**src/rtl/cat_pkg.sv**
```systemverilog
// Shared types, codes and helpers of the counter / alarm tick unit.
// No dependencies; imported by every module of the block.
package cat_pkg;

    // Input commands
    localparam logic [1:0] CMD_TICK   = 2'd0;
    localparam logic [1:0] CMD_ARM    = 2'd1;
    localparam logic [1:0] CMD_CANCEL = 2'd2;

    // Result kinds (0..3 are alarm actions)
    localparam logic [2:0] KIND_ACK = 3'd4;

    // Alarm action code that ticks another counter
    localparam logic [1:0] ACT_INCR = 2'd3;

    // Configuration register indexes
    localparam logic [2:0] CFG_LIMIT0  = 3'd0;
    localparam logic [2:0] CFG_LIMIT1  = 3'd1;
    localparam logic [2:0] CFG_LIMIT2  = 3'd2;
    localparam logic [2:0] CFG_LIMIT3  = 3'd3;
    localparam logic [2:0] CFG_CNT_MAP = 3'd4;
    localparam logic [2:0] CFG_ACT_MAP = 3'd5;
    localparam logic [2:0] CFG_CAS_MAP = 3'd6;

    localparam int CFG_IDX_W = 3;
    localparam int CFG_W     = 16;
    localparam int MAP_IDX_W = 4;   // alarm index width seen by the 2-bit-per-alarm maps
    localparam int MAP_SLOTS = 8;   // alarms that the 16-bit maps cover

    // Cascade work list
    localparam int WORK_DEPTH = 8;
    localparam int WL_IW      = 3;
    localparam int WL_CW      = 4;

    // Controller -> datapath
    typedef struct packed {
        logic accept;   // input item taken this cycle
        logic tick;     // advance the current counter
        logic scan;     // process the current alarm
        logic pop;      // take next counter from the work list
        logic flush;    // hand out the held result as last
    } t_dp_cmd;

    // Datapath -> controller
    typedef struct packed {
        logic ctr_ok;     // current counter exists
        logic scan_stall; // result ready but no room downstream
        logic scan_last;  // current alarm is the highest one
        logic wl_empty;
        logic pend_v;     // a result is held back
        logic out_free;   // output register can load
    } t_dp_stat;

    // Two-bit field of a map for alarm a; alarms past the map read as zero.
    function automatic logic [1:0] map_pair(input logic [CFG_W-1:0] map,
                                            input logic [MAP_IDX_W-1:0] a);
        logic [1:0] r;
        r = 2'd0;
        if (a < MAP_IDX_W'(MAP_SLOTS)) begin
            r = map[2*a +: 2];
        end
        return r;
    endfunction

endpackage

```
**src/rtl/cat_ctrl.sv**
```systemverilog
// Controller of the counter / alarm tick unit: sequences tick, alarm scan,
// cascade pops and the final result. Depends on cat_pkg.
module cat_ctrl (
    input  logic              i_clk,
    input  logic              i_rst_n,
    input  logic              i_in_valid,
    input  logic [1:0]        i_cmd,
    output logic              o_in_ready,
    output cat_pkg::t_dp_cmd  o_dp_cmd,
    input  cat_pkg::t_dp_stat i_dp_stat
);
    import cat_pkg::*;

    localparam logic [2:0] S_IDLE  = 3'd0;
    localparam logic [2:0] S_TICK  = 3'd1;
    localparam logic [2:0] S_SCAN  = 3'd2;
    localparam logic [2:0] S_POP   = 3'd3;
    localparam logic [2:0] S_FLUSH = 3'd4;

    logic [2:0] r_state;
    logic [2:0] n_state;
    logic       accept;

    assign o_in_ready = (r_state == S_IDLE);
    assign accept     = i_in_valid && o_in_ready;

    always_comb begin
        n_state  = r_state;
        o_dp_cmd = '0;
        unique case (r_state)
            S_IDLE: begin
                if (accept) begin
                    o_dp_cmd.accept = 1'b1;
                    unique case (i_cmd) inside
                        CMD_TICK:           n_state = S_TICK;
                        CMD_ARM, CMD_CANCEL: n_state = S_FLUSH;
                        default:            n_state = S_IDLE;
                    endcase
                end
            end
            S_TICK: begin
                o_dp_cmd.tick = 1'b1;
                n_state = i_dp_stat.ctr_ok ? S_SCAN : S_POP;
            end
            S_SCAN: begin
                o_dp_cmd.scan = 1'b1;
                if (!i_dp_stat.scan_stall && i_dp_stat.scan_last) begin
                    n_state = S_POP;
                end
            end
            S_POP: begin
                o_dp_cmd.pop = 1'b1;
                n_state = i_dp_stat.wl_empty ? S_FLUSH : S_TICK;
            end
            S_FLUSH: begin
                o_dp_cmd.flush = 1'b1;
                if (!i_dp_stat.pend_v || i_dp_stat.out_free) begin
                    n_state = S_IDLE;
                end
            end
            default: n_state = S_IDLE;
        endcase
    end

    always_ff @(posedge i_clk) begin
        if (!i_rst_n) begin
            r_state <= S_IDLE;
        end else begin
            r_state <= n_state;
        end
    end

endmodule

```
**src/rtl/cat_datapath.sv**
```systemverilog
// Datapath of the counter / alarm tick unit: config registers, counters,
// alarm table, cascade work list, held result and output register. Uses cat_pkg.
module cat_datapath #(
    parameter int ALARMS       = 8,
    parameter int COUNTERS     = 4,
    parameter int TIME_WIDTH   = 16,
    parameter int RESULT_LIMIT = 64
) (
    input  logic                       i_clk,
    input  logic                       i_rst_n,
    input  logic                       i_cfg_we,
    input  logic [cat_pkg::CFG_IDX_W-1:0] i_cfg_idx,
    input  logic [cat_pkg::CFG_W-1:0]  i_cfg_data,
    input  logic [1:0]                 i_cmd,
    input  logic [1:0]                 i_counter_sel,
    input  logic [2:0]                 i_alarm_sel,
    input  logic [15:0]                i_first_delay,
    input  logic [15:0]                i_repeat_period,
    input  cat_pkg::t_dp_cmd           i_dp_cmd,
    output cat_pkg::t_dp_stat          o_dp_stat,
    output logic                       o_out_valid,
    input  logic                       i_out_ready,
    output logic [2:0]                 o_kind,
    output logic [2:0]                 o_alarm_num,
    output logic [15:0]                o_counter_value,
    output logic                       o_dropped,
    output logic                       o_last
);
    import cat_pkg::*;

    localparam int AIW = (ALARMS > 1) ? $clog2(ALARMS) : 1;
    localparam int CIW = (COUNTERS > 1) ? $clog2(COUNTERS) : 1;
    localparam int NW  = $clog2(RESULT_LIMIT + 1);
    localparam int TW  = TIME_WIDTH;

    // configuration
    logic [CFG_W-1:0] r_limit [4];
    logic [CFG_W-1:0] r_cnt_map;
    logic [CFG_W-1:0] r_act_map;
    logic [CFG_W-1:0] r_cas_map;

    // state
    logic [TW-1:0]     r_time [COUNTERS];
    logic [TW-1:0]     r_rem  [ALARMS];
    logic [TW-1:0]     r_per  [ALARMS];
    logic [ALARMS-1:0] r_en;
    logic [1:0]        r_wl [WORK_DEPTH];
    logic [WL_IW-1:0]  r_wl_head;
    logic [WL_IW-1:0]  r_wl_tail;
    logic [WL_CW-1:0]  r_wl_cnt;

    // per-item work registers
    logic [1:0]    r_ctr;
    logic [TW-1:0] r_tval;
    logic [AIW-1:0] r_aidx;
    logic [NW-1:0] r_nres;
    logic          r_drop;

    // held result (last flag known only once the next one shows up)
    logic          r_pend_v;
    logic [2:0]    r_pend_kind;
    logic [2:0]    r_pend_alarm;
    logic [15:0]   r_pend_cval;

    // output register
    logic          r_out_v;
    logic [2:0]    r_out_kind;
    logic [2:0]    r_out_alarm;
    logic [15:0]   r_out_cval;
    logic          r_out_drop;
    logic          r_out_last;

    logic [CIW-1:0]       cidx;
    logic                 ctr_ok;
    logic [TW-1:0]        t_inc;
    logic [TW-1:0]        t_next;
    logic [MAP_IDX_W-1:0] a4;
    logic [1:0]           a_ctr;
    logic [1:0]           a_act;
    logic [1:0]           a_tgt;
    logic                 match;
    logic [TW-1:0]        rem_dec;
    logic                 expire;
    logic                 room;
    logic                 emit;
    logic                 out_free;
    logic                 stall;
    logic                 scan_go;
    logic                 push;
    logic                 wl_full;
    logic                 load_out;
    logic                 flush_go;
    logic [AIW-1:0]       asel;
    logic                 asel_ok;

    assign cidx    = CIW'(r_ctr);
    assign ctr_ok  = (r_ctr < COUNTERS);
    assign t_inc   = r_time[cidx] + 1'b1;
    assign t_next  = (32'(t_inc) >= 32'(r_limit[r_ctr])) ? '0 : t_inc;

    assign a4      = MAP_IDX_W'(r_aidx);
    assign a_ctr   = map_pair(r_cnt_map, a4);
    assign a_act   = map_pair(r_act_map, a4);
    assign a_tgt   = map_pair(r_cas_map, a4);
    assign match   = r_en[r_aidx] && (a_ctr == r_ctr);
    assign rem_dec = r_rem[r_aidx] - 1'b1;
    assign expire  = match && (rem_dec == '0);
    assign room    = (r_nres < RESULT_LIMIT);
    assign emit    = expire && room;
    assign out_free = !r_out_v || i_out_ready;
    assign stall   = emit && r_pend_v && !out_free;
    assign scan_go = i_dp_cmd.scan && !stall;
    assign wl_full = (r_wl_cnt == WL_CW'(WORK_DEPTH));
    assign push    = emit && (a_act == ACT_INCR) && (a_tgt < COUNTERS);
    assign flush_go = i_dp_cmd.flush && r_pend_v && out_free;
    assign load_out = (scan_go && emit && r_pend_v) || flush_go;

    assign asel    = AIW'(i_alarm_sel);
    assign asel_ok = (i_alarm_sel < ALARMS);

    always_comb begin
        o_dp_stat.ctr_ok     = ctr_ok;
        o_dp_stat.scan_stall = stall;
        o_dp_stat.scan_last  = (r_aidx == AIW'(ALARMS - 1));
        o_dp_stat.wl_empty   = (r_wl_cnt == '0);
        o_dp_stat.pend_v     = r_pend_v;
        o_dp_stat.out_free   = out_free;
    end

    // configuration registers
    always_ff @(posedge i_clk) begin
        if (!i_rst_n) begin
            for (int i = 0; i < 4; i++) begin
                r_limit[i] <= '1;
            end
            r_cnt_map <= '0;
            r_act_map <= '0;
            r_cas_map <= '0;
        end else if (i_cfg_we) begin
            unique case (i_cfg_idx) inside
                CFG_LIMIT0, CFG_LIMIT1, CFG_LIMIT2, CFG_LIMIT3:
                    r_limit[i_cfg_idx[1:0]] <= i_cfg_data;
                CFG_CNT_MAP: r_cnt_map <= i_cfg_data;
                CFG_ACT_MAP: r_act_map <= i_cfg_data;
                CFG_CAS_MAP: r_cas_map <= i_cfg_data;
                default: ;
            endcase
        end
    end

    // counters, alarms, work list, held result
    always_ff @(posedge i_clk) begin
        if (!i_rst_n) begin
            for (int i = 0; i < COUNTERS; i++) begin
                r_time[i] <= '0;
            end
            for (int i = 0; i < ALARMS; i++) begin
                r_rem[i] <= '0;
                r_per[i] <= '0;
            end
            r_en      <= '0;
            r_wl_head <= '0;
            r_wl_tail <= '0;
            r_wl_cnt  <= '0;
            r_nres    <= '0;
            r_drop    <= 1'b0;
            r_pend_v  <= 1'b0;
            r_aidx    <= '0;
            r_ctr     <= '0;
        end else begin
            if (i_dp_cmd.accept) begin
                case (i_cmd) inside
                    CMD_TICK: begin
                        r_ctr     <= i_counter_sel;
                        r_nres    <= '0;
                        r_drop    <= 1'b0;
                        r_wl_head <= '0;
                        r_wl_tail <= '0;
                        r_wl_cnt  <= '0;
                    end
                    CMD_ARM, CMD_CANCEL: begin
                        if (asel_ok) begin
                            if (i_cmd == CMD_ARM) begin
                                r_rem[asel] <= TW'(i_first_delay);
                                r_per[asel] <= TW'(i_repeat_period);
                                r_en[asel]  <= 1'b1;
                            end else begin
                                r_en[asel]  <= 1'b0;
                            end
                        end
                        r_pend_v     <= 1'b1;
                        r_pend_kind  <= KIND_ACK;
                        r_pend_alarm <= i_alarm_sel;
                        r_pend_cval  <= '0;
                        r_drop       <= 1'b0;
                    end
                    default: ;
                endcase
            end

            if (i_dp_cmd.tick && ctr_ok) begin
                r_time[cidx] <= t_next;
                r_tval       <= t_next;
                r_aidx       <= '0;
            end

            if (scan_go) begin
                if (match) begin
                    if (expire) begin
                        if (r_per[r_aidx] == '0) begin
                            r_en[r_aidx]  <= 1'b0;
                            r_rem[r_aidx] <= '0;
                        end else begin
                            r_rem[r_aidx] <= r_per[r_aidx];
                        end
                    end else begin
                        r_rem[r_aidx] <= rem_dec;
                    end
                end
                if (expire && !room) begin
                    r_drop <= 1'b1;
                end
                if (emit) begin
                    r_pend_v     <= 1'b1;
                    r_pend_kind  <= {1'b0, a_act};
                    r_pend_alarm <= 3'(r_aidx);
                    r_pend_cval  <= 16'(r_tval);
                    r_nres       <= r_nres + 1'b1;
                end
                if (push) begin
                    if (wl_full) begin
                        r_drop <= 1'b1;
                    end else begin
                        r_wl[r_wl_tail] <= a_tgt;
                        r_wl_tail       <= r_wl_tail + 1'b1;
                    end
                end
                r_aidx <= (r_aidx == AIW'(ALARMS - 1)) ? '0 : r_aidx + 1'b1;
            end

            if (i_dp_cmd.pop && (r_wl_cnt != '0)) begin
                r_ctr     <= r_wl[r_wl_head];
                r_wl_head <= r_wl_head + 1'b1;
            end

            // count update: a push and a pop never share a cycle
            if (scan_go && push && !wl_full) begin
                r_wl_cnt <= r_wl_cnt + 1'b1;
            end else if (i_dp_cmd.pop && (r_wl_cnt != '0)) begin
                r_wl_cnt <= r_wl_cnt - 1'b1;
            end

            if (flush_go) begin
                r_pend_v <= 1'b0;
            end
        end
    end

    // output register
    always_ff @(posedge i_clk) begin
        if (!i_rst_n) begin
            r_out_v <= 1'b0;
        end else if (load_out) begin
            r_out_v     <= 1'b1;
            r_out_kind  <= r_pend_kind;
            r_out_alarm <= r_pend_alarm;
            r_out_cval  <= r_pend_cval;
            r_out_drop  <= flush_go && r_drop;
            r_out_last  <= flush_go;
        end else if (i_out_ready) begin
            r_out_v <= 1'b0;
        end
    end

    assign o_out_valid     = r_out_v;
    assign o_kind          = r_out_kind;
    assign o_alarm_num     = r_out_alarm;
    assign o_counter_value = r_out_cval;
    assign o_dropped       = r_out_drop;
    assign o_last          = r_out_last;

endmodule

```
**src/rtl/counter_alarm_tick_unit_top.sv**
```systemverilog
// Top level of the counter / alarm tick unit.
// Instantiates cat_ctrl and cat_datapath; uses cat_pkg.
//
// Keeps COUNTERS tick counters and ALARMS countdown alarms. A tick item (cmd 0)
// advances one counter (wrapping to zero at its limit register) and then walks
// all alarms, one alarm per cycle, counting down every enabled alarm mapped to
// that counter. An expiring alarm reloads from its period (or disables itself
// when the period is zero) and reports its action code as a result item; an
// increment action queues a tick of another counter on an 8-entry work list,
// which is drained within the same tick item. Results carry the counter value
// after the tick; the final result of an item has last set, plus dropped when
// results beyond RESULT_LIMIT or work list entries were lost. A tick that
// expires nothing gives no result. Arm (cmd 1) and cancel (cmd 2) items update
// one alarm and give one acknowledge result; cmd 3 is ignored.
// Timing: one item at a time. An arm or cancel item updates one alarm, then
// hands out its acknowledge. A tick item runs a counter tick and an alarm scan
// for the first counter and for each cascade tick; the single shared alarm
// scan walks one alarm per cycle. A result that cannot leave because the
// output is stalled holds the scan.
// Configuration: write index 0..3 counter limits, 4 alarm-to-counter map,
// 5 alarm action map, 6 cascade target map (2 bits per alarm).
module counter_alarm_tick_unit_top #(
    parameter int ALARMS       = 8,
    parameter int COUNTERS     = 4,
    parameter int TIME_WIDTH   = 16,
    parameter int RESULT_LIMIT = 64
) (
    input  logic                          i_clk,
    input  logic                          i_rst_n,
    // configuration
    input  logic                          i_cfg_we,
    input  logic [cat_pkg::CFG_IDX_W-1:0] i_cfg_idx,
    input  logic [cat_pkg::CFG_W-1:0]     i_cfg_data,
    // input items
    input  logic                          i_in_valid,
    output logic                          o_in_ready,
    input  logic [1:0]                    i_cmd,
    input  logic [1:0]                    i_counter_sel,
    input  logic [2:0]                    i_alarm_sel,
    input  logic [15:0]                   i_first_delay,
    input  logic [15:0]                   i_repeat_period,
    // result items
    output logic                          o_out_valid,
    input  logic                          i_out_ready,
    output logic [2:0]                    o_kind,
    output logic [2:0]                    o_alarm_num,
    output logic [15:0]                   o_counter_value,
    output logic                          o_dropped,
    output logic                          o_last
);
    import cat_pkg::*;

    t_dp_cmd  dp_cmd;
    t_dp_stat dp_stat;

    cat_ctrl u_ctrl (
        .i_clk      (i_clk),
        .i_rst_n    (i_rst_n),
        .i_in_valid (i_in_valid),
        .i_cmd      (i_cmd),
        .o_in_ready (o_in_ready),
        .o_dp_cmd   (dp_cmd),
        .i_dp_stat  (dp_stat)
    );

    cat_datapath #(
        .ALARMS       (ALARMS),
        .COUNTERS     (COUNTERS),
        .TIME_WIDTH   (TIME_WIDTH),
        .RESULT_LIMIT (RESULT_LIMIT)
    ) u_dp (
        .i_clk           (i_clk),
        .i_rst_n         (i_rst_n),
        .i_cfg_we        (i_cfg_we),
        .i_cfg_idx       (i_cfg_idx),
        .i_cfg_data      (i_cfg_data),
        .i_cmd           (i_cmd),
        .i_counter_sel   (i_counter_sel),
        .i_alarm_sel     (i_alarm_sel),
        .i_first_delay   (i_first_delay),
        .i_repeat_period (i_repeat_period),
        .i_dp_cmd        (dp_cmd),
        .o_dp_stat       (dp_stat),
        .o_out_valid     (o_out_valid),
        .i_out_ready     (i_out_ready),
        .o_kind          (o_kind),
        .o_alarm_num     (o_alarm_num),
        .o_counter_value (o_counter_value),
        .o_dropped       (o_dropped),
        .o_last          (o_last)
    );

endmodule

```
**config.mk**
```make
export PLATFORM = sky130hd
export DESIGN_NAME = counter_alarm_tick_unit_top
export DESIGN_NICKNAME = d
export VERILOG_FILES = /design/src/rtl/cat_pkg.sv /design/src/rtl/cat_ctrl.sv /design/src/rtl/cat_datapath.sv /design/src/rtl/counter_alarm_tick_unit_top.sv
export SDC_FILE = /design/constraint.sdc
export NUM_CORES = 1
export LEC_CHECK = 0
export BUFFER_PORTS_ARGS = -buffer_cell sky130_fd_sc_hd__buf_2
export CORE_MARGIN = 1
export CORE_UTILIZATION = 56
export DETAILED_ROUTE_END_ITERATION = 10
export PLACE_DENSITY = 0.83
export SLEW_MARGIN = 25
export SYNTH_ARGS = -nofsm -noshare
export SYNTH_HDL_FRONTEND = slang
export SYNTH_SLANG_ARGS = --single-unit
export TNS_END_PERCENT = 5
```
**constraint.sdc**
```tcl
create_clock -name i_clk -period 5.6 [get_ports i_clk]
set_clock_uncertainty 0.2 [all_clocks]
set_input_delay 0.56 -clock i_clk [delete_from_list [all_inputs] [get_ports i_clk]]
set_output_delay 0.56 -clock i_clk [all_outputs]
set_load 0.005 [all_outputs]
```
# Word level (Yosys, flattened, before mapping)
# Memory sizes are Yosys's and may differ from the RTL's. A register that Yosys moved wholly into a read port is not among the register bits.
# Index checks and enable logic that the tools add are counted.
# Widths: inputs -> output; s select.
# word_totals
register_bits	146
mem_bits_rw	400
inputBits	63
elab_cells	276
mem_count	5
# mem_list
name	words	word_bits	read_ports	rd_clocked_by_memory_dff	write_ports	line	source
u_dp.r_per	8	16	1	1	8	cat_datapath.sv:45	logic [TW-1:0] r_per [ALARMS];
u_dp.r_rem	8	16	1	1	8	cat_datapath.sv:44	logic [TW-1:0] r_rem [ALARMS];
u_dp.r_limit	4	16	1	1	4	cat_datapath.sv:37	logic [CFG_W-1:0] r_limit [4];
u_dp.r_time	4	16	1	1	4	cat_datapath.sv:43	logic [TW-1:0] r_time [COUNTERS];
u_dp.r_wl	8	2	1	1	1	cat_datapath.sv:47	logic [1:0] r_wl [WORK_DEPTH];
# classes
addsub	8
order_cmp	7
n_eq_ne	19
shifts	3
muxes	145
bitwise	8
reduce_logical	58
# op_table
op	n
$mux 16	13
$mux 3	34
$reduce_or 16->1	5
$mux 8	9
$mux 1	64
$shiftx 16x5->2	3
$logic_not 16->1	2
$mux 7	4
$mux 2	12
$logic_and 1x1->1	20
$add 16x1->16 const B	1
$and 8x8->8	2
$ge 16x16->1	1
$mux 4	4
$not 8->8	2
$sub 16x1->16 const B	1
$eq 3x3->1 const B	5
$pmux 3 s5	1
$reduce_and 2->1	7
$eq 3x2->1 const B	4
$lt 3x4->1 const B	3
$add 3x1->3 const B	3
$or 8x8->8	1
$reduce_bool 2->1	4
27 further kinds	43

# Depth between registers and ports, before layout
# Gate-level depths: netlist of run 1.
# logic_depth
ltp_word	17
ltp_mapped	19

# By module
# Synthesis of run 1 repeated with hierarchy kept, for this count alone.
# hier_totals
cells_unflattened	2279
area_unflattened_um2	27590.2
# modules_own_cells
mod	instances	cells_per_inst	area_each_um2
cat_datapath	1	2252	27338.7
cat_ctrl	1	27	251.5

# Worst setup path before layout of run 1
# No wires, ideal clock.
# synth_timing
path_type	register to register
start	register (tool-made name)
end	register u_dp.r_out_alarm[0] (netlist: u_dp.o_alarm_num[0]), enable pin
arrival_ns	4.683
required_ns	4.995
slack_ns	0.312
path_stages_with_launch	16
n_path_buf	5
period_less_slack_ns	5.288
path_cell_list	dfxtp_1 -> buf_2 -> buf_2 -> buf_4 -> clkbuf_1 -> mux4_2 -> ha_1 -> o41a_1 -> nand4_1 -> or4_1 -> o211ai_1 -> nand4_1 -> buf_4 -> nor2_1 -> a21oi_1 -> nor2_1
# synth_lines
item	line	source
end signal: assignment	cat_datapath.sv:266	r_out_alarm <= r_pend_alarm;
end: declaration	cat_datapath.sv:68	logic [2:0] r_out_alarm;

==> metrics.cfg, run 1 <==
[timing]
timing.hold.ws_ps = 27.38
drv_slew = 0
worst_pin_slew_ps = 1107
finalHoldViolCount = 0
max_freq_mhz = 195.3
period_share_pct = 91.44
fin_ws_ps = 479.5
relSlewSlack_pct = 26.21
finalSetupViolations = 0
rsz0062_at_grt = false
setup_tns_ps = 0
layout_min_cycle_time_ps = 5120

[critical_path]
crit_top_cell = nand4_1
critPathLaunchType = flop
endpoint_kind = flop
worstPathCellList = mux2_2 -> inv_1 -> mux4_2 -> ha_1 -> o41a_1 -> nand4_1 -> or4_1 -> o211ai_1 -> nand4_1 -> o21ba_1 -> a21oi_4 -> nand2_1 -> buf_4
critPathArrivalTime_ps = 5260
cp_num_buf_inv = 2
slowest_delay_ps = 760
reg2regPathDepth = 13
worstSetupPathType = flop to flop
rr_endpoint = u_dp.r_rem[0][5]$_SDFFCE_PN0P_
crit_fanout = 46
cp_slowest_cell = dfxtp_4
path_delay_family = compound AO/OA/AOI/OAI gates
reg2reg_setup_slack_ps = 480
required_ps = 5740

[clock_tree]
cts_buffer_depth = 3
clk_pin_slew_ps = 60
cts_made_buffers = 56
cts_tree = done
post_cts_resized = 0
cts_setup_buffers = 0
hold_buffers = 0
clk_latency_ps = 620
root_buffer = clkbuf_16
cts.sinks = 554
cts_max_level = 2

[yosys]
yosysMostFrequentCell = edfxtp_1
yosys.area.top_type = edfxtp_1
syn_nets = 2217
yosys.area_share.adder_pct = 1.386
yosys_warnings = 0
syn_inst = 2125
avgSynthCellArea_um2 = 12.32
synth_xor_area_share_pct = 1.004
synth_edf_count = 462
synthMuxAreaShare_pct = 10.57
ys_ff_latch = 554
yosysTopAreaCellShare_pct = 53.00
synth-simple-area-share_pct = 16.09
ys.flop_type = edfxtp_1
syn_area_mm2 = 0.02618
synthArstFlopShare_pct = 0
ys_types = 92
synth_common_cells = 462 x edfxtp_1, 279 x nand2_1, 216 x nor2_1
synth_area_leaders = edfxtp_1 53%, mux4_2 7.9%, dfxtp_1 7.0%
synth_top_family_by_area = simple AND/OR/NAND/NOR gates
ys_seq_area_share_pct = 60.04
synth_compound_area_share_pct = 7.763

[pwr]
ir_worst_vdd_v = 0.0002773
internal_power_mw = 6.969
leakage_nw = 10.43
p_seq_share_pct = 51.6
clkPwrFrac_pct = 41.1
powerDensity_mw_per_mm2 = 309.4
pwr-share-comb_pct = 7.3
p_sw_share_pct = 23.22
p_sw_mw = 2.107

[routing]
highest_layer = met5
avgRoutedWirePerCell_um = 23.39
drc = 0
postRouteAntennaNets = 0
wl_um = 67540
vias = 18228
dr.first_iter.drc_count = 2035
vias_per_cell = 6.312
wl_met1_um = 25130
dr_wl_met3_um = 6616
met2_length_um = 33280
drt_first_pass_iters = 6

[min_path]
min_path_cells = 3
whs_endpoint = u_dp.r_act_map[6]$_SDFFE_PN0P_
min-delay-start = i_cfg_data[6]
hp-class = input pin to flop

[place]
port_buffers = 88
post-dp-hpwl_um = 44290
dpl_worst_slack_ps = 538.6
gp_congestion = 0.9589
place_area_mm2 = 0.02746

[global_route]
grt_max_degree = 67
grt_pass1_wl_um = 103000
overflow = 0
grt_usage_pct = 28.58
grt_pass1_vias = 18223
antenna_found_initial = 6

[die]
ioPinCount = 89
core_area_mm2 = 0.04577
placementRows = 78
fp.dieW_um = 218.2
start_util_pct = 57.19
dieArea_mm2 = 0.04761
die_h_um = 218.2

[layout]
nets = 2328
drive_gt1_share_pct = 18.78
area_delta_synth_final_pct = 12.08
fin_area_mm2 = 0.02934
fill_cells = 3202

[outcome]
status = finished, final reports clean

[flow_run]
drv_cap = 0

==> cells in the final DEF (no fill, tap or decap), types with 10 or more instances in the layout <==
cell type,synthesis,routed
a211oi_1,14,13
a21o_1,10,10
a21oi_1,120,120
and2_1,140,140
and3_1,17,17
buf_2,17,88
buf_4,8,81
clkbuf_16,0,57
clkinv_2,0,17
dfxtp_1,92,88
edfxtp_1,462,462
ha_1,29,29
inv_1,61,60
mux2_2,19,19
mux2i_1,48,48
mux4_2,92,92
nand2_1,279,279
nand2b_1,18,18
nand3_1,38,38
nand4_1,14,14
nor2_1,216,215
nor2b_1,32,32
nor3_1,61,58
o21ai_0,38,25
o21ai_1,10,17
xnor2_1,19,19
xor2_1,11,11
==> through the flow <==
stage                     power, mW  utilization (%)  std cells
after floorplan               5.141                -       2125
after global placement        5.373            59.97       2775
after detailed placement      5.406            59.98       2775
after CTS                     9.082            64.02       2881
after global routing          9.301            64.09       2888
final                         9.077            64.09       2888
==> kinds of logic after synthesis <==
kind of cell / Yosys count
multiplexers: 159
adder cells (fa/ha/maj): 29
buffers and inverters: 182
AO/OA/AOI/OAI: 296
XOR/XNOR: 30
AND/OR/NAND/NOR: 875
flip-flops: 554
==> power groups by stage <==
stage | registers, mW | clock network [mW] | logic, mW
2_1_floorplan | 4.73 | 0 | 0.409
3_3_place_gp | 4.75 | 0 | 0.623
3_5_place_dp | 4.76 | 0 | 0.643
4_1_cts | 4.68 | 3.75 | 0.650
5_1_grt | 4.69 | 3.90 | 0.711
6_report | 4.68 | 3.73 | 0.666
==> flip-flops by register name, indices dropped and copies added (netlist names), 4 cells and up, named ones only <==
name,flops
u_dp.r_en,8
u_dp.r_pend_cval,16
u_dp.r_limit,64
u_dp.r_tval,16
u_dp.r_act_map,16
u_dp.r_rem,128
u_dp.r_cnt_map,16
u_dp.r_wl,16
u_dp.r_cas_map,16
u_dp.r_nres,7
u_dp.o_counter_value,16
u_dp.r_time,64
u_dp.r_wl_cnt,4
u_dp.r_per,128
==> worst reg2reg max path: stages, from the launching register on <==
cell and delay (ps):
dfxtp_4 760, mux2_2 480, inv_1 60, mux4_2 270, ha_1 220, o41a_1 270
nand4_1 280, or4_1 550, o211ai_1 160, nand4_1 160, o21ba_1 530, a21oi_4 540
nand2_1 110, buf_4 250
==> final cells by class <==
class	count	area, um2	area share (%)
flip-flops and latches	554	15720	53.59
multi-input cells	1389	9701	33.07
clock buffers	72	1538	5.242
repair buffers	171	1065	3.629
well taps	600	750.7	2.559
clock inverters	34	310.3	1.058
inverters	64	240.2	0.8189
diodes	4	10.01	0.03412
==> worst max-delay path by stage <==
stage / startpoint / depth (start not counted) / endpoint / slack (ps)
global route: flop / 13 / u_dp.r_rem[0][5]$_SDFFCE_PN0P_ / 260
floorplan: flop / 15 / u_dp.o_alarm_num[0]$_DFFE_PP_ / 310
CTS: flop / 13 / u_dp.r_rem[0][5]$_SDFFCE_PN0P_ / 510
detailed placement: flop / 13 / u_dp.r_rem[0][5]$_SDFFCE_PN0P_ / 540
finish: flop / 13 / u_dp.r_rem[0][5]$_SDFFCE_PN0P_ / 480
global placement: flop / 13 / u_dp.r_rem[3][5]$_SDFFCE_PN0P_ / 660
==> per-layer routing <==
layer  GRT usage, %  vias up
met3          5.748      196
met5              0        -
met2          47.44     1038
met4          12.14        4
li1               -     8026
met1          36.59     8964
Note: power is estimated with default switching activity, not from simulation.
==> run 2: changes to the inputs <==
--- a/config.mk
+++ b/config.mk
@@ -5,11 +5,12 @@
 export SDC_FILE = /design/constraint.sdc
 export NUM_CORES = 1
 export LEC_CHECK = 0
+export ABC_AREA = 1
 export BUFFER_PORTS_ARGS = -buffer_cell sky130_fd_sc_hd__buf_2
 export CORE_MARGIN = 1
-export CORE_UTILIZATION = 56
+export CORE_UTILIZATION = 57
 export DETAILED_ROUTE_END_ITERATION = 10
-export PLACE_DENSITY = 0.83
+export PLACE_DENSITY = 0.84
 export SLEW_MARGIN = 25
 export SYNTH_ARGS = -nofsm -noshare
 export SYNTH_HDL_FRONTEND = slang
==> run 2 against run 1 <==
Against the previous run:
- sequential power hardly changed
- clock-buffer cell count is 9 higher
- area after synthesis is 2.9% higher
- sequential share of layout area is 0.38 points lower
- global-route usage is 1.1 points higher
- fmax is 4.0% higher
- core utilization is 0.64 points lower
- first-iteration DRC count is 58% higher
- largest power group unchanged
- highest routed layer unchanged
==> metrics.cfg, run 2 <==
[outcome]
status = finished, final reports clean  ; unchanged

[die]
fp.dieW_um = 219.4  ; was 218.2 um
die_h_um = 219.4  ; was 218.2 um
placementRows = 79  ; was 78
start_util_pct = 57.85  ; was 57.19%
ioPinCount = 89  ; unchanged
dieArea_mm2 = 0.04812  ; was 0.04761 mm2
core_area_mm2 = 0.04656  ; was 0.04577 mm2

[critical_path]
critPathLaunchType = flop  ; unchanged
critPathArrivalTime_ps = 5060  ; was 5260 ps
required_ps = 5730  ; was 5740 ps
reg2regPathDepth = 20  ; was 13
crit_fanout = 18  ; was 46
crit_top_cell = inv_1  ; was nand4_1
rr_endpoint = u_dp.r_time[1][4]$_SDFFCE_PN0P_  ; was u_dp.r_rem[0][5]$_SDFFCE_PN0P_
slowest_delay_ps = 480  ; was 760 ps
worstSetupPathType = flop to flop  ; unchanged
endpoint_kind = flop  ; unchanged
reg2reg_setup_slack_ps = 670  ; was 480 ps
cp_slowest_cell = inv_1  ; was dfxtp_4
worstPathCellList = inv_1 -> o21ai_0 -> o22ai_1 -> ha_1 -> nor3b_1 -> nand4_1 -> nor3_1 -> nand4_1 -> nor2_1 -> xor2_1 -> inv_1 -> ha_1 -> nand2_1 -> inv_1 -> nand3_1 -> o2111ai_1 -> buf_4 -> inv_1 -> nand2_1 -> nor3_1  ; was mux2_2 -> inv_1 -> mux4_2 -> ha_1 -> o41a_1 -> nand4_1 -> or4_1 -> o211ai_1 -> nand4_1 -> o21ba_1 -> a21oi_4 -> nand2_1 -> buf_4

[yosys]
synthArstFlopShare_pct = 0  ; unchanged
syn_nets = 2982  ; was 2,217
synth_common_cells = 600 x nand2_1, 480 x nor2_1, 462 x edfxtp_1  ; was 462 x edfxtp_1, 279 x nand2_1, 216 x nor2_1
yosys.area.top_type = edfxtp_1  ; unchanged
synth_area_leaders = edfxtp_1 52%, nand2_1 8.4%, dfxtp_1 6.8%  ; was edfxtp_1 53%, mux4_2 7.9%, dfxtp_1 7.0%
synth_edf_count = 462  ; unchanged
yosysMostFrequentCell = nand2_1  ; was edfxtp_1
ys_types = 57  ; was 92
yosys_warnings = 0  ; unchanged
syn_area_mm2 = 0.02693  ; was 0.02618 mm2
ys_ff_latch = 554  ; unchanged
syn_inst = 2890  ; was 2,125
avgSynthCellArea_um2 = 9.319  ; was 12.32 um2
ys_seq_area_share_pct = 58.35  ; was 60.04%
ys.flop_type = edfxtp_1  ; unchanged
yosysTopAreaCellShare_pct = 51.51  ; was 53.00%

[layout]
nets = 3026  ; was 2,328
register_area_mm2 = 0.01572  ; about the same
fill_cells = 3533  ; was 3,202
instances_no_fill = 3590  ; was 2,888
layout_common_cells = 600 x nand2_1, 478 x nor2_1, 462 x edfxtp_1  ; was 462 x edfxtp_1, 279 x nand2_1, 215 x nor2_1
mostFrequentLayoutCell = nand2_1  ; was edfxtp_1
reg.largest.list = u_dp.r_per x128, u_dp.r_rem x128  ; unchanged
multi_input_area_mm2 = 0.009371  ; was 0.009701 mm2
drive_gt1_share_pct = 13.02  ; was 18.78%
area_delta_synth_final_pct = 9.691  ; was 12.08%

[clock_tree]
cts_buffer_depth = 3  ; unchanged
cts_made_buffers = 54  ; was 56
post_cts_resized = 0  ; unchanged
clk_pin_slew_ps = 60  ; about the same
clk_latency_ps = 610  ; was 620 ps
cts_setup_buffers = 0  ; unchanged
root_buffer = clkbuf_16  ; unchanged
cts_max_level = 2  ; unchanged
hold_buffers = 0  ; unchanged
cts_tree = done  ; unchanged
cts.sinks = 554  ; unchanged

[global_route]
overflow = 0  ; unchanged
grt.met2_usage_pct = 47.77  ; was 47.44%
grt_pass1_vias = 20373  ; was 18,223
grt_usage_pct = 29.67  ; was 28.58%
antenna_found_initial = 4  ; was 6
busiest_layer = met2  ; unchanged
grt_max_degree = 89  ; was 67
grtUsageMet1_pct = 38.48  ; was 36.59%
grt_pass1_wl_um = 109500  ; was 103,000 um
grt_use_met3_pct = 6.001  ; was 5.748%

[timing]
timing.hold.ws_ps = 34.01  ; was 27.38 ps
fin_ws_ps = 674.8  ; was 479.5 ps
relSlewSlack_pct = 33.32  ; was 26.21%
worst_pin_slew_ps = 1000  ; was 1107 ps
rsz0062_at_grt = false  ; unchanged
setup_tns_ps = 0  ; unchanged
finalSetupViolations = 0  ; unchanged
finalHoldViolCount = 0  ; unchanged
period_share_pct = 87.95  ; was 91.44%
max_freq_mhz = 203.0  ; was 195.3 MHz
drv_slew = 0  ; unchanged
layout_min_cycle_time_ps = 4925  ; was 5120 ps

[min_path]
whs_endpoint = u_dp.r_limit[3][1]$_DFFE_PP_  ; was u_dp.r_act_map[6]$_SDFFE_PN0P_
min_path_cells = 3  ; unchanged
min-delay-start = i_cfg_data[1]  ; was i_cfg_data[6]
hp-class = input pin to flop  ; unchanged

[routing]
vias_per_cell = 5.928  ; was 6.312
dr.first_iter.drc_count = 3207  ; was 2,035
drc = 0  ; unchanged
vias = 21283  ; was 18,228
wl_um = 71570  ; was 67,540 um
postRouteAntennaNets = 0  ; unchanged
avgRoutedWirePerCell_um = 19.93  ; was 23.39 um
drt_first_pass_iters = 6  ; unchanged

[pwr]
ir_worst_vdd_v = 0.0002631  ; was 0.0002773 V
finalPower_mw = 9.454  ; was 9.077 mW
leakage_nw = 12.11  ; was 10.43 nW
powerDensity_mw_per_mm2 = 320.0  ; was 309.4 mW/mm2

[place]
post-dp-hpwl_um = 46390  ; was 44,290 um
placed_cells = 3485  ; was 2,775
dpl_worst_slack_ps = 829.5  ; was 538.6 ps
port_buffers = 88  ; unchanged
gp_congestion = 0.9593  ; was 0.9589

[flow_run]
drv_cap = 0  ; unchanged

[run 2: changes by cell type after synthesis, sizes merged, moves of 41 or more]
| cell | previous run | this run |
|---|---|---|
| mux4 | 92 | 0 |
| inv | 63 | 289 |
| mux2i | 48 | 7 |
| and2 | 142 | 0 |
| o21ai | 51 | 179 |
| nand2 | 280 | 637 |
| nor2 | 216 | 590 |
| nand3 | 40 | 136 |
[run 2: worst max-delay path by stage]
stage	to	depth (start not counted)	start	slack [ps]
2_1_floorplan	u_dp.o_alarm_num[0]$_DFFE_PP_	20	flop	1290
3_3_place_gp	u_dp.r_rem[5][4]$_SDFFCE_PN0P_	23	flop	980
3_5_place_dp	u_dp.r_rem[1][12]$_SDFFCE_PN0P_	24	flop	830
4_1_cts	u_dp.r_rem[1][10]$_SDFFCE_PN0P_	24	flop	800
5_1_grt	u_dp.r_time[1][15]$_SDFFCE_PN0P_	20	flop	190
6_report	u_dp.r_time[1][4]$_SDFFCE_PN0P_	20	flop	670
[run 2: kinds of logic after synthesis]
group                    synth area share, %
AND/OR/NAND/NOR                        24.27
flip-flops                             58.35
buffers and inverters                  6.969
AO/OA/AOI/OAI                          8.344
adder cells (fa/ha/maj)                1.347
XOR/XNOR                              0.4553
multiplexers                          0.2602
[run 2: layout make-up]
class                           count  area share [%]
Clock buffer                       81           5.324
Timing Repair Buffer              124           2.414
Clock inverter                     21          0.9911
Tap cell                          607           2.571
Antenna cell                        3         0.02541
Inverter                          292           3.736
Sequential cell                   554           53.22
Multi-Input combinational cell   1908           31.72
[run 2: critical path: cells and delay by family, from the launching register on]
family / cells / cell delay [ps]
adder cells (fa/ha/maj): 2 / 520
AO/OA/AOI/OAI: 3 / 700
XOR/XNOR: 1 / 200
AND/OR/NAND/NOR: 9 / 1660
flip-flops: 1 / 360
buffers and inverters: 5 / 1000
[run 2: power breakdown]
group | internal (mW) | switching (mW) | leakage (nW)
Sequential | 4.63 | 0.0659 | 5.39
Combinational | 0.248 | 0.678 | 5.80
Clock | 2.27 | 1.56 | 0.918
[run 2: through the flow]
| stage | util [%] | cell area (um2) |
|---|---|---|
| 2_1_floorplan | - | 26930 |
| 3_3_place_gp | 59.42 | 27660 |
| 3_5_place_dp | 59.43 | 27670 |
| 4_1_cts | 63.43 | 29530 |
| 5_1_grt | 63.46 | 29540 |
| 6_report | 63.46 | 29540 |
[run 2: per-layer routing]
metal / share of wire (%) / up-vias
met5: 0.015 / -
met4: 4.2 / 2
met3: 11 / 191
met2: 48 / 1353
met1: 37 / 9983
li1: - / 9754
==> run 3: changes to the inputs <==
--- a/config.mk
+++ b/config.mk
@@ -8,9 +8,9 @@
 export ABC_AREA = 1
 export BUFFER_PORTS_ARGS = -buffer_cell sky130_fd_sc_hd__buf_2
 export CORE_MARGIN = 1
-export CORE_UTILIZATION = 57
+export CORE_UTILIZATION = 63
 export DETAILED_ROUTE_END_ITERATION = 10
-export PLACE_DENSITY = 0.84
+export PLACE_DENSITY = 0.88
 export SLEW_MARGIN = 25
 export SYNTH_ARGS = -nofsm -noshare
 export SYNTH_HDL_FRONTEND = slang
==> constraint.sdc (replaced) <==
create_clock -name i_clk -period 4.6 [get_ports i_clk]
set_clock_uncertainty 0.2 [all_clocks]
set_input_delay 0.46 -clock i_clk [delete_from_list [all_inputs] [get_ports i_clk]]
set_output_delay 0.46 -clock i_clk [all_outputs]
set_load 0.005 [all_outputs]
==> run 3 against run 2 <==
Against the previous run:
- non-clock buffer count rose by 24
- clock power grew 22%
- critical path depth fell by 2
- sequential share of layout area is 0.35 points lower
- via count grew 1.9%
- worst setup slack got worse by 440 ps
- critical path type unchanged
- cell area grew 0.66%
- clock-buffer cell count decreased by 12
- combinational power grew 26%
- wire length down 0.52%
- core utilization increased by 7.3 points
==> metrics.cfg, run 3 (synthesized netlist as in run 2, its figures left out) <==
[timing]
period_share_pct = 94.85  ; was 87.95%
drv_slew = 0  ; unchanged
layout_min_cycle_time_ps = 4363  ; was 4925 ps
worst_pin_slew_ps = 979.5  ; was 1000 ps
finalSetupViolations = 0  ; unchanged
relSlewSlack_pct = 34.69  ; was 33.32%
finalHoldViolCount = 0  ; unchanged
max_freq_mhz = 229.2  ; was 203.0 MHz
timing.hold.ws_ps = 34.07  ; was 34.01 ps
setup_tns_ps = 0  ; unchanged
rsz0062_at_grt = false  ; unchanged

[critical_path]
worstSetupPathType = flop to flop  ; unchanged
slowest_delay_ps = 450  ; was 480 ps
reg2reg_setup_slack_ps = 240  ; was 670 ps
critPathArrivalTime_ps = 4470  ; was 5060 ps
critPathLaunchType = flop  ; unchanged
cp_slowest_cell = dfxtp_4  ; was inv_1
crit_fanout = 37  ; was 18
worstPathCellList = inv_8 -> buf_6 -> nand2_1 -> nand3_1 -> nand3_1 -> nand2_1 -> nand2_1 -> nor2_1 -> nand4_1 -> nand2_1 -> nand2_1 -> nor2_1 -> nand4_2 -> nor3_4 -> nand2_1 -> nor2_2 -> nand3_1 -> nor2_1  ; was inv_1 -> o21ai_0 -> o22ai_1 -> ha_1 -> nor3b_1 -> nand4_1 -> nor3_1 -> nand4_1 -> nor2_1 -> xor2_1 -> inv_1 -> ha_1 -> nand2_1 -> inv_1 -> nand3_1 -> o2111ai_1 -> buf_4 -> inv_1 -> nand2_1 -> nor3_1
crit_top_cell = nand2_1  ; was inv_1
endpoint_kind = flop  ; unchanged
rr_endpoint = u_dp.r_wl[6][0]$_DFFE_PP_  ; was u_dp.r_time[1][4]$_SDFFCE_PN0P_
required_ps = 4700  ; was 5730 ps
reg2regPathDepth = 18  ; was 20

[clock_tree]
clk_latency_ps = 610  ; about the same
cts.sinks = 554  ; unchanged
clk_pin_slew_ps = 60  ; about the same
root_buffer = clkbuf_16  ; unchanged
cts_tree = done  ; unchanged
cts_made_buffers = 56  ; was 54
cts_setup_buffers = 0  ; unchanged
cts_buffer_depth = 3  ; unchanged
cts_max_level = 2  ; unchanged

[routing]
drt_first_pass_iters = 6  ; unchanged
dr.first_iter.drc_count = 3495  ; was 3,207
postRouteAntennaNets = 0  ; unchanged
avgRoutedWirePerCell_um = 20.07  ; was 19.93 um
vias = 21698  ; was 21,283
drc = 0  ; unchanged
vias_per_cell = 6.117  ; was 5.928
wl_um = 71200  ; was 71,570 um

[place]
post-dp-hpwl_um = 45350  ; was 46,390 um
place_area_mm2 = 0.02777  ; was 0.02767 mm2
gp_congestion = 0.9748  ; was 0.9593
placed_cells = 3438  ; was 3,485
port_buffers = 88  ; unchanged

[min_path]
min_path_cells = 3  ; unchanged
whs_endpoint = u_dp.r_act_map[10]$_SDFFE_PN0P_  ; was u_dp.r_limit[3][1]$_DFFE_PP_
hp-class = input pin to flop  ; unchanged
min-delay-start = i_cfg_data[10]  ; was i_cfg_data[1]

[global_route]
grt_pass1_wl_um = 110000  ; was 109,500 um
grt_usage_pct = 32.48  ; was 29.67%
antenna_found_initial = 3  ; was 4
grt_pass1_vias = 20711  ; was 20,373
grt_max_degree = 73  ; was 89
overflow = 0  ; unchanged

[layout]
drive_gt1_share_pct = 13.78  ; was 13.02%
fill_cells = 2868  ; was 3,533
nets = 3052  ; was 3,026
fin_area_mm2 = 0.02974  ; was 0.02954 mm2
instances_no_fill = 3547  ; was 3,590
layout_common_cells = 600 x nand2_1, 477 x nor2_1, 462 x edfxtp_1  ; was 600 x nand2_1, 478 x nor2_1, 462 x edfxtp_1
area_delta_synth_final_pct = 10.42  ; was 9.691%
reg.largest.list = u_dp.r_per x128, u_dp.r_rem x128  ; unchanged
mostFrequentLayoutCell = nand2_1  ; unchanged

[die]
fp.dieW_um = 208.8  ; was 219.4 um
ioPinCount = 89  ; unchanged
placementRows = 75  ; was 79
start_util_pct = 64.06  ; was 57.85%
dieArea_mm2 = 0.04358  ; was 0.04812 mm2
die_h_um = 208.8  ; was 219.4 um
core_area_mm2 = 0.04204  ; was 0.04656 mm2

[pwr]
powerDensity_mw_per_mm2 = 389.1  ; was 320.0 mW/mm2
finalPower_mw = 11.57  ; was 9.454 mW
ir_worst_vdd_v = 0.0003377  ; was 0.0002631 V
leakage_nw = 12.22  ; was 12.11 nW

[outcome]
status = finished, final reports clean  ; unchanged

[flow_run]
drv_cap = 0  ; unchanged

run 3: worst max-delay path by stage:
stage               start                          endpoint  slack, ps
finish               flop         u_dp.r_wl[6][0]$_DFFE_PP_        240
CTS                  flop  u_dp.r_time[1][12]$_SDFFCE_PN0P_        170
floorplan            flop     u_dp.o_alarm_num[0]$_DFFE_PP_        290
detailed placement   flop  u_dp.r_time[1][12]$_SDFFCE_PN0P_        210
global placement     flop   u_dp.r_time[1][5]$_SDFFCE_PN0P_        380
global route         flop  u_dp.r_time[1][12]$_SDFFCE_PN0P_          3
run 3: critical path: cells and delay by family (launching register included):
kind	cells	cell delay (ps)
buf+inv	2	490
flops	1	450
simple gates	16	2900
run 3: layer usage:
metal,part of all wire [%],global-route usage [%]
met1,37,43.89
met2,47,51.26
met3,11,5.320
met4,4.5,16.23
met5,0,0
run 3: repair_timing:
item / CTS / global route
hold endpoints to repair: 4 / 0
gates resized for setup: 0 / 12
endpoints found under the setup margin: 0 / 179
hold buffers: 3 / 0
run 3: stage by stage:
step,setup WS (ps),utilization (%)
after floorplan,290.9,-
after CTS,174.1,70.59
after global routing,2.793,70.74
after detailed placement,205.5,66.06
after global placement,380.1,66.04
final,237.1,70.74
run 3: power by group:
group | switching [mW] | total [mW] | leakage, nW | internal [mW]
clock network | 1.89 | 4.68 | 0.911 | 2.79
logic | 0.850 | 1.17 | 5.91 | 0.316
registers | 0.0783 | 5.72 | 5.39 | 5.64
total | 2.82 | 11.6 | 12.2 | 8.75
run 3: area by class of cell:
class | instances | area [um2] | share of cell area, %
clock inverter | 34 | 426.7 | 1.435
tap | 539 | 674.4 | 2.268
multi-input combinational | 1908 | 9409 | 31.64
antenna | 3 | 7.507 | 0.02525
timing repair buffer | 148 | 940.9 | 3.164
sequential | 554 | 15720 | 52.87
clock buffer | 69 | 1450 | 4.877
inverter | 292 | 1107 | 3.724
